`config.mk`:
```
export PLATFORM = sky130hd
export DESIGN_NAME = bounded_lifo_stack
export DESIGN_NICKNAME = d
export VERILOG_FILES = /design/src/hdl/bls_pkg.sv /design/src/hdl/bls_cell.sv /design/src/hdl/bls_ctrl.sv /design/src/hdl/bounded_lifo_stack.sv
export SDC_FILE = /design/constraint.sdc
export NUM_CORES = 1
export LEC_CHECK = 0
export BUFFER_PORTS_ARGS = -buffer_cell sky130_fd_sc_hd__buf_4
export CAP_MARGIN = 20
export CORE_MARGIN = 2
export CORE_UTILIZATION = 35
export CTS_CLUSTER_SIZE = 28
export DETAILED_ROUTE_END_ITERATION = 8
export GPL_TIMING_DRIVEN = 0
export SLEW_MARGIN = 20
export SYNTH_ARGS = -nofsm -noshare
export SYNTH_HDL_FRONTEND = slang
export SYNTH_SLANG_ARGS = --single-unit
```
`constraint.sdc`:
```
create_clock -name aclk -period 19.94 [get_ports aclk]
set_input_delay 1.994 -clock aclk [delete_from_list [all_inputs] [get_ports aclk]]
set_output_delay 1.994 -clock aclk [all_outputs]
set_load 0.02 [all_outputs]
```
`src/hdl/bls_pkg.sv`:
```
// Shared types and constants for the bounded LIFO stack.
`timescale 1ns / 1ps
`default_nettype none
package bls_pkg;

    localparam int DEPTH_DEF      = 16;
    localparam int DATA_WIDTH_DEF = 32;

    localparam int ACTION_W = 2;
    localparam int VALUE_W  = 32;
    localparam int POS_W    = 5;
    localparam int STATUS_W = 2;

    localparam int IN_W = ((ACTION_W + VALUE_W + POS_W + 7) / 8) * 8;

    typedef enum logic [ACTION_W-1:0] {
        ACT_PUSH   = 2'd0,
        ACT_POP    = 2'd1,
        ACT_READ   = 2'd2,
        ACT_SEARCH = 2'd3
    } action_t;

    typedef enum logic [STATUS_W-1:0] {
        ST_OK    = 2'd0,
        ST_EMPTY = 2'd1,
        ST_FULL  = 2'd2,
        ST_RANGE = 2'd3
    } status_t;

    typedef enum logic [1:0] {
        CELL_HOLD = 2'd0,
        CELL_PUSH = 2'd1,
        CELL_ROT  = 2'd2
    } cell_op_t;

    typedef struct packed {
        cell_op_t op;
    } cell_ctrl_t;

    typedef enum logic {
        FSM_IDLE = 1'b0,
        FSM_SCAN = 1'b1
    } fsm_t;

endpackage
`default_nettype wire

```
`src/hdl/bls_cell.sv`:
```
// One storage cell of the stack chain; cell 0 holds the top.
`timescale 1ns / 1ps
`default_nettype none
module bls_cell #(
    parameter int DATA_WIDTH = bls_pkg::DATA_WIDTH_DEF
) (
    input  wire                   aclk,
    input  bls_pkg::cell_ctrl_t   ctrl,
    input  wire  [DATA_WIDTH-1:0] up_word,
    input  wire  [DATA_WIDTH-1:0] down_word,
    output logic [DATA_WIDTH-1:0] word_q
);
    import bls_pkg::*;

    logic [DATA_WIDTH-1:0] word_reg;

    always_ff @(posedge aclk) begin
        case (ctrl.op)
            CELL_PUSH: word_reg <= up_word;
            CELL_ROT:  word_reg <= down_word;
            default:   word_reg <= word_reg;
        endcase
    end

    assign word_q = word_reg;

endmodule
`default_nettype wire

```
`src/hdl/bls_ctrl.sv`:
```
// Stack controller: fill count, scan sequencer and result register.
`timescale 1ns / 1ps
`default_nettype none
module bls_ctrl #(
    parameter int DEPTH      = bls_pkg::DEPTH_DEF,
    parameter int DATA_WIDTH = bls_pkg::DATA_WIDTH_DEF,
    parameter int CNT_W      = $clog2(DEPTH + 1)
) (
    input  wire                          aclk,
    input  wire                          aresetn,
    input  wire                          in_valid,
    output logic                         in_ready,
    input  bls_pkg::action_t             action,
    input  wire  [bls_pkg::VALUE_W-1:0]  value,
    input  wire  [bls_pkg::POS_W-1:0]    position,
    output logic                         out_valid,
    input  wire                          out_ready,
    output bls_pkg::status_t             status,
    output logic [bls_pkg::VALUE_W-1:0]  data,
    output logic                         found,
    output logic [CNT_W-1:0]             count,
    input  wire  [DATA_WIDTH-1:0]        top_word,
    input  wire  [DATA_WIDTH-1:0]        next_word,
    output logic [DATA_WIDTH-1:0]        push_word,
    output bls_pkg::cell_ctrl_t          cell_ctrl
);
    import bls_pkg::*;

    localparam int KW    = $clog2(DEPTH);
    localparam int CMP_W = (CNT_W > POS_W) ? CNT_W : POS_W;

    function automatic logic [VALUE_W-1:0] to_out(input logic [DATA_WIDTH-1:0] w);
        logic [63:0] ext;
        ext = 64'($signed(w));
        return ext[VALUE_W-1:0];
    endfunction

    fsm_t                  state_reg, state_next;
    logic [KW-1:0]         k_reg, k_next;
    logic [CNT_W-1:0]      fill_reg, fill_next;
    action_t               act_reg, act_next;
    logic [DATA_WIDTH-1:0] key_reg, key_next;
    logic [POS_W-1:0]      pos_reg, pos_next;
    logic                  hit_reg, hit_next;
    logic [DATA_WIDTH-1:0] rd_reg, rd_next;
    logic                  ov_reg, ov_next;
    status_t               os_reg, os_next;
    logic [VALUE_W-1:0]    od_reg, od_next;
    logic                  of_reg, of_next;
    logic [CNT_W-1:0]      oc_reg, oc_next;
    logic [63:0]           value_ext;
    logic                  accept;

    assign value_ext = {32'b0, value};
    assign push_word = value_ext[DATA_WIDTH-1:0];
    assign accept    = in_valid && in_ready;

    always_ff @(posedge aclk) begin
        if (!aresetn) begin
            state_reg <= FSM_IDLE;
            fill_reg  <= '0;
            ov_reg    <= 1'b0;
            k_reg     <= '0;
        end else begin
            state_reg <= state_next;
            fill_reg  <= fill_next;
            ov_reg    <= ov_next;
            k_reg     <= k_next;
        end
    end

    always_ff @(posedge aclk) begin
        act_reg <= act_next;
        key_reg <= key_next;
        pos_reg <= pos_next;
        hit_reg <= hit_next;
        rd_reg  <= rd_next;
        os_reg  <= os_next;
        od_reg  <= od_next;
        of_reg  <= of_next;
        oc_reg  <= oc_next;
    end

    always_comb begin
        state_next   = state_reg;
        k_next       = k_reg;
        fill_next    = fill_reg;
        act_next     = act_reg;
        key_next     = key_reg;
        pos_next     = pos_reg;
        hit_next     = hit_reg;
        rd_next      = rd_reg;
        ov_next      = ov_reg && !out_ready;
        os_next      = os_reg;
        od_next      = od_reg;
        of_next      = of_reg;
        oc_next      = oc_reg;
        in_ready     = 1'b0;
        cell_ctrl.op = CELL_HOLD;
        case (state_reg)
            FSM_IDLE: begin
                in_ready = !ov_reg || out_ready;
                if (accept) begin
                    os_next = ST_OK;
                    od_next = '0;
                    of_next = 1'b0;
                    oc_next = fill_reg;
                    case (action)
                        ACT_PUSH: begin
                            ov_next = 1'b1;
                            if (fill_reg == CNT_W'(DEPTH)) begin
                                os_next = ST_FULL;
                                od_next = to_out(top_word);
                            end else begin
                                cell_ctrl.op = CELL_PUSH;
                                fill_next    = fill_reg + 1'b1;
                                oc_next      = fill_reg + 1'b1;
                                od_next      = to_out(push_word);
                            end
                        end
                        ACT_POP: begin
                            ov_next = 1'b1;
                            if (fill_reg == '0) begin
                                os_next = ST_EMPTY;
                            end else begin
                                cell_ctrl.op = CELL_ROT;
                                fill_next    = fill_reg - 1'b1;
                                oc_next      = fill_reg - 1'b1;
                                if (fill_reg > CNT_W'(1)) begin
                                    od_next = to_out(next_word);
                                end
                            end
                        end
                        ACT_READ: begin
                            if (position == '0 || CMP_W'(position) > CMP_W'(fill_reg)) begin
                                ov_next = 1'b1;
                                os_next = ST_RANGE;
                            end else begin
                                state_next = FSM_SCAN;
                            end
                        end
                        default: begin
                            state_next = FSM_SCAN;
                        end
                    endcase
                    act_next = action;
                    key_next = push_word;
                    pos_next = position;
                    hit_next = 1'b0;
                    k_next   = '0;
                end
            end
            FSM_SCAN: begin
                cell_ctrl.op = CELL_ROT;
                k_next       = k_reg + 1'b1;
                if (act_reg == ACT_READ) begin
                    if (CMP_W'(k_reg) + CMP_W'(1) == CMP_W'(pos_reg)) begin
                        rd_next = top_word;
                    end
                end else if (CNT_W'(k_reg) < fill_reg && top_word == key_reg) begin
                    hit_next = 1'b1;
                end
                if (k_reg == KW'(DEPTH - 1)) begin
                    state_next = FSM_IDLE;
                    ov_next    = 1'b1;
                    os_next    = ST_OK;
                    oc_next    = fill_reg;
                    if (act_reg == ACT_READ) begin
                        of_next = 1'b0;
                        if (CMP_W'(k_reg) + CMP_W'(1) == CMP_W'(pos_reg)) begin
                            od_next = to_out(top_word);
                        end else begin
                            od_next = to_out(rd_reg);
                        end
                    end else begin
                        of_next = hit_next;
                        od_next = hit_next ? to_out(key_reg) : '0;
                    end
                end
            end
            default: begin
                state_next = FSM_IDLE;
            end
        endcase
    end

    assign out_valid = ov_reg;
    assign status    = os_reg;
    assign data      = od_reg;
    assign found     = of_reg;
    assign count     = oc_reg;

endmodule
`default_nettype wire

```
`src/hdl/bounded_lifo_stack.sv`:
```
// Top level of the bounded LIFO stack: controller and chain of storage cells.
`timescale 1ns / 1ps
`default_nettype none
// The stack is a row of DEPTH cells, cell 0 holding the top. Push shifts the
// row down and pop rotates it up; each, like a read with a bad position, is
// done in its accept cycle. A valid read and every search rotate the whole
// row once around, one cell per cycle, looking at cell 0, and no new item is
// taken until the row is back in place and the result is loaded. A result waits
// in an output register and the next item is taken in the cycle that result
// leaves.
module bounded_lifo_stack #(
    parameter int DEPTH      = bls_pkg::DEPTH_DEF,
    parameter int DATA_WIDTH = bls_pkg::DATA_WIDTH_DEF,
    localparam int CNT_W     = $clog2(DEPTH + 1),
    localparam int OUT_W     = ((bls_pkg::STATUS_W + bls_pkg::VALUE_W + 1 + CNT_W + 7) / 8) * 8
) (
    input  wire                     aclk,
    input  wire                     aresetn,
    input  wire                     s_tvalid,
    output logic                    s_tready,
    // action[1:0], value[33:2], position[38:34], zero pad
    input  wire  [bls_pkg::IN_W-1:0] s_tdata,
    output logic                    m_tvalid,
    input  wire                     m_tready,
    // status[1:0], data[33:2], found[34], count[34+CNT_W:35], zero pad
    output logic [OUT_W-1:0]        m_tdata
);
    import bls_pkg::*;

    localparam int V_LO = ACTION_W;
    localparam int P_LO = ACTION_W + VALUE_W;
    localparam int F_LO = STATUS_W + VALUE_W;
    localparam int C_LO = F_LO + 1;
    localparam int PAD  = OUT_W - C_LO - CNT_W;

    action_t               action;
    status_t               status;
    logic [VALUE_W-1:0]    data;
    logic                  found;
    logic [CNT_W-1:0]      count;
    logic [DATA_WIDTH-1:0] push_word;
    cell_ctrl_t            cell_ctrl;
    logic [DATA_WIDTH-1:0] cell_q [DEPTH];

    assign action = action_t'(s_tdata[ACTION_W-1:0]);

    bls_ctrl #(
        .DEPTH      (DEPTH),
        .DATA_WIDTH (DATA_WIDTH),
        .CNT_W      (CNT_W)
    ) u_ctrl (
        .aclk      (aclk),
        .aresetn   (aresetn),
        .in_valid  (s_tvalid),
        .in_ready  (s_tready),
        .action    (action),
        .value     (s_tdata[P_LO-1:V_LO]),
        .position  (s_tdata[P_LO+POS_W-1:P_LO]),
        .out_valid (m_tvalid),
        .out_ready (m_tready),
        .status    (status),
        .data      (data),
        .found     (found),
        .count     (count),
        .top_word  (cell_q[0]),
        .next_word (cell_q[1]),
        .push_word (push_word),
        .cell_ctrl (cell_ctrl)
    );

    for (genvar i = 0; i < DEPTH; i++) begin : g_cell
        bls_cell #(
            .DATA_WIDTH (DATA_WIDTH)
        ) u_cell (
            .aclk      (aclk),
            .ctrl      (cell_ctrl),
            .up_word   ((i == 0) ? push_word : cell_q[(i + DEPTH - 1) % DEPTH]),
            .down_word (cell_q[(i + 1) % DEPTH]),
            .word_q    (cell_q[i])
        );
    end

    if (PAD > 0) begin : g_pad
        assign m_tdata = {{PAD{1'b0}}, count, found, data, status};
    end else begin : g_nopad
        assign m_tdata = {count, found, data, status};
    end

endmodule
`default_nettype wire

```
# Word level (Yosys, flattened, before mapping)
# Index checks and enable logic that the tools add are counted.
# classes
bitwise	1
n_mux	65
n_reduce_logical	15
addsub	4
eq_ne	11
magnitude_cmp	3
# ops
operator	n
one-hot mux 32 bit (2 select lines)	18
2-to-1 mux 32 bit	8
equality test 32 bit	1
2-to-1 mux 5 bit	4
one-hot mux 5 bit (2 select lines)	2
2-to-1 mux 1 bit	15
2-to-1 mux 2 bit	6
one-hot mux 1 bit (2 select lines)	6
one-hot mux 2 bit (2 select lines)	3
logical NOT 5 bit	2
one-hot mux 4 bit (2 select lines)	1
equality test 2 bit (second input constant)	3
one-hot mux 2 bit (3 select lines)	1
AND reduction 2 bit	3
adder 4 x 1 -> 5 bit (second input constant)	1
adder 5 x 1 -> 5 bit (second input constant)	1
equality test 5 bit	1
equality test 5 bit (second input constant)	1
greater-than comparator 5 x 1 -> 1 bit (second input constant)	1
greater-than comparator 5 bit	1
less-than comparator 4 x 5 -> 1 bit	1
subtractor 5 x 1 -> 5 bit (second input constant)	1
adder 4 x 1 -> 4 bit (second input constant)	1
equality test 2 x 1 -> 1 bit (second input constant)	2
other kinds (11)	15
# totals
input_bits	44
reg_bits	635
word_cells	128
output_inout_bits	42

# Logic depth before layout (Yosys ltp)
# logic_depth
depth_word	9
depth_mapped	11
ltp_nobuf	8

# By module
# Synthesis repeated with hierarchy kept, for this count alone.
# unflattened
hier_cells	1724
area_unflattened_um2	31489.0
# modules_own_cells
mod	cells_per_inst	seq_area_each_um2	area_each_um2	n_inst
bls_cell	71	960.9	1525.2	16
bls_ctrl	587	3583.4	7078.0	1
bounded_lifo_stack	1	0.0	7.5	1

# Least setup slack after synthesis
# Ideal clock, no wire load.
# synth_path
path_kind	input-to-reg
start	input m_tready
end	register g_cell[0].u_cell.word_reg[0], enable pin
n_path_buf	1
setup_time_ps	860
slack_ps	5235
path_stages	8
required_ps	19080
t_arrival_ps	13845
cell_sequence	nor2b_1 > nor2_1 > nand2_1 > clkbuf_1 > inv_1 > nand2_1 > ha_1 > inv_1
# synth_between
elab_chain_cells	7
word_cells_on_any_way	8
classes_between	2 x eq/ne; 3 x mux; 3 x reduce/logical
# synth_rtl
item	line	text
start: declaration	bounded_lifo_stack.sv:24	input wire m_tready,
logical OR 1 bit *	bls_ctrl.sv:102	in_ready = !ov_reg || out_ready;
2-to-1 mux 1 bit *	bls_ctrl.sv:100	case (state_reg)
via s_tready	bounded_lifo_stack.sv:20	output logic s_tready,
logical AND 1 bit *	bls_ctrl.sv:56	assign accept = in_valid && in_ready;
2-to-1 mux 2 bit *	bls_ctrl.sv:103	if (accept) begin
one-hot mux 2 bit (2 select lines) *	bls_ctrl.sv:100	
equality test 2 x 1 -> 1 bit / equality test 2 bit (equally long branches)	bls_cell.sv:18	case (ctrl.op)
nonzero test 2 bit (no line) *	--	
end signal: assignment	bls_cell.sv:19	CELL_PUSH: word_reg <= up_word;
end signal: assignment	bls_cell.sv:20	CELL_ROT: word_reg <= down_word;
end signal: assignment	bls_cell.sv:21	default: word_reg <= word_reg;
end: declaration	bls_cell.sv:15	logic [DATA_WIDTH-1:0] word_reg;
# Mark *: on every way through the listed nets, which the timed path passes. The rest lies on a longest branch.
# A chain may end at the register's enable or synchronous reset.

# Worst setup path after layout
# layout_path
start	input m_tready
end	register g_cell[15].u_cell.word_reg[12], data pin
# layout_between
elab_chain_cells	7
word_cells_on_any_way	8
classes_between	2 x eq/ne; 4 x mux; 2 x reduce/logical
# layout_rtl
item	line
logical OR 1 bit *	bls_ctrl.sv:102
2-to-1 mux 1 bit *	bls_ctrl.sv:100
logical AND 1 bit *	bls_ctrl.sv:56
2-to-1 mux 2 bit *	bls_ctrl.sv:103
one-hot mux 2 bit (2 select lines) *	bls_ctrl.sv:100
equality test 2 bit / equality test 2 x 1 -> 1 bit (equally long branches)	bls_cell.sv:18
one-hot mux 32 bit (2 select lines) *	bls_cell.sv:18
end signal: assignment	bls_cell.sv:19
end signal: assignment	bls_cell.sv:20
end signal: assignment	bls_cell.sv:21
end: declaration	bls_cell.sv:15
# Mark *: on every way between the ends. The rest lies on a longest branch, timed or not.

==> qor.csv <==
metric,value,unit
status,"finished, final reports clean",
slowest_stage,clkbuf_1,
yosys-top-cells-area,"edfxtp_1, mux2_2, a221o_1",
synthArstFlopShare,0,
fp.dieArea,82600,um^2
synth_fa_ha_area_frac,0.00623,
synth_xor_area_frac,0.0139,
timing.hold.ws,0.537,ns
synth_top_family_by_area,multiplexers,
period_share,0.301,
netlist_instances,1626,
grt-ovfl-total,0,
hold_path_end,u_ctrl.k_reg[1],
htreeDepth,3,
p_comb_frac,0.136,
drv.max_cap_violation_count,0,
holdPathStages,2,
synthTopCellsByCount,"edfxtp_1, mux2_2, clkbuf_1",
grt_max_degree,118,
postRouteAntennaNets,0,
cpMostUsedCell,clkbuf_1,
r2r_start,u_ctrl.state_reg,
drc,0,
clkSlewWorstSetupHoldPaths,0.06,ns
crit_path_end_kind,flip-flop,
coreArea,79300,um^2
criticalPathCategory,in2reg,
routed_via_density,5.30,
synth_compound_area_frac,0.0376,
dr_total_vias,15300,
r2r_cells,11,
cp_slowest_stage_delay,0.91,ns
ys_warn_count,0,
ctsHoldBuffers,0,
p_sw,878,uW
p_leak,0.0106,uW
cts-root-buf,clkbuf_16,
ir_worst_vdd,0.0000608,V
ys_seq_elements,635,
initial_utilization,0.355,
synth_nets,1684,
drt-initial-drc-count,1508,
yosys.area.top_type,edfxtp_1,
fp-row-count,103,
synth_area_per_cell,17.3,um^2
ys_seq_area_frac,0.674,
path_cells,"buf_4, nor2b_1, nor2_1, nand2_1, clkbuf_1, inv_4, nand2_1, ha_1, clkbuf_1, clkbuf_1, clkbuf_1, mux2_2",
max_slew.worst_pin.slew,1.14,ns
internal_power,2690,uW
grt_pass1_vias,15800,
area_growth_syn_to_layout,15.6,%
grt_pass1_wl,101000,um
drt-total-wl,68300,um
finalSetupViolCount,0,
clock_skew,0.0166,ns
finalPower,3560,uW
hold_path.class,reg2reg,
cts.sinks,635,
p_sw_frac,0.246,
clk_path_buf_depth,3,
maxSlewViolCount,0,
largest_reg_flops,512,
place_area,30300,um^2
crit_arrival,6.35,ns
rsz0062_at_grt,false,
fmax,167,MHz
cts_tree,done,
first_pass_iters,5,
fin_tns_setup,0,ns
drive_gt1_frac,0.412,
post_cts_resized,0,
cts_inserted_buffers,70,
power.share.sequential,0.501,
io_pins,86,
power_density,110,nW/um^2
synth_top_cell_area_share,0.666,
wl_per_cell,23.6,um
gp_congestion,0.815,
die_h,287,um
holdCritStartpoint,u_ctrl.k_reg[1],
hpwlAfterDp,44800,um
fp.dieW,287,um
netlist_area,28100,um^2
pwr-share-clk,0.363,
fin_area,32500,um^2
yosysMostFrequentCell,edfxtp_1,
synth_edf_count,624,
hold_violations,0,
antenna_found_initial,3,
crit_path_start_kind,primary input,
layout_min_cycle_time,6.00,ns
antenna_cells,0,
final_nets,1846,
rrSetupSlack,14.69,ns
fillerInstances,7117,
ys.flop_type,edfxtp_1,
ys_types,62,
io_buffers,84,
grtUsageTotal,0.163,
required,20.29,ns
synth_simple_gate_area_frac,0.0224,
post_cts_buffers,0,
synthMuxAreaShare,0.230,
clk_latency,0.61,ns
worstReg2RegEnd,g_cell[15].u_cell.word_q[12],
slew_headroom,0.241,
crit_fanout,41,
==> final cells by class <==
cell class | count | area [um^2] | area share
buffer | 93 | 389 | 0.0120
clock buffer | 90 | 1900 | 0.0585
clock inverter | 36 | 355 | 0.0109
inverter | 12 | 55.1 | 0.00169
multi-input combinational | 886 | 8740 | 0.269
sequential | 635 | 19000 | 0.583
tap | 1050 | 1310 | 0.0404
timing repair buffer | 90 | 796 | 0.0245
==> logic make-up (layout without fill, tap and decap cells) <==
group	Yosys count	in the layout
buffers and inverters	105	321
muxes	579	579
adders and majority gates	14	14
DFF	635	635
AOI/OAI and AO/OA	133	133
xor gates and xnor gates	43	43
and+or+nand+nor	117	117
==> metrics by stage <==
step,worst slack [ns],instances,utilization
6_report,13.94,2892,0.410
5_1_grt,13.70,2892,0.410
4_1_cts,13.93,2892,0.410
3_5_place_dp,13.27,2766,0.382
3_3_place_gp,0.862,2760,0.379
2_1_floorplan,5.23,1626,-
==> power by group through the flow <==
stage / Clock, uW / Combinational, uW / Sequential (uW)
after detailed placement: 0 / 490 / 1810
after global routing: 1370 / 521 / 1810
after global placement: 0 / 462 / 1900
after CTS: 1320 / 492 / 1790
after floorplan: 0 / 324 / 1850
final: 1290 / 485 / 1790
==> metal layers <==
metal  share of wire  global-route usage  up-vias  wire length [um]
met1            0.44               0.223     8000             30300
met4           0.027              0.0482        2              1850
met5         0.00019                   0        -                13
met3           0.058              0.0340      117              3930
li1                -                   -     6794                 -
met2            0.47               0.262      407             32200
==> worst max-delay path, delay by kind of cell <==
kind	cells	cell delay, ns
buf+inv	6	3.14
simple gates	4	0.57
mux	1	0.43
fa+ha+maj	1	0.19
==> worst max path at each step <==
stage	from	to	depth (start not counted)
2_1_floorplan	m_tready	g_cell[0].u_cell.word_q[0]	8
3_3_place_gp	m_tready	g_cell[14].u_cell.word_q[16]	9
3_5_place_dp	m_tready	g_cell[15].u_cell.word_q[12]	12
4_1_cts	m_tready	g_cell[15].u_cell.word_q[12]	12
5_1_grt	m_tready	g_cell[13].u_cell.word_q[14]	12
6_report	m_tready	g_cell[15].u_cell.word_q[12]	12
==> cell usage in the layout, fill, tap and decap left out, types with 7 or more instances in the layout <==
cell type  count
mux2_2       545
buf_4         86
nand3_1       11
dfxtp_1       11
clkbuf_16     73
ha_1          14
nand2_1       45
clkbuf_1      93
a221o_1       64
edfxtp_1     624
nand4_1        9
xnor2_1       37
mux2i_1       34
buf_2          8
nor2_1        14
inv_1          7
clkinv_2       7
bufinv_16      7
clkinv_1      18
o21ai_0       39
Power figures use the tool's default switching activity.
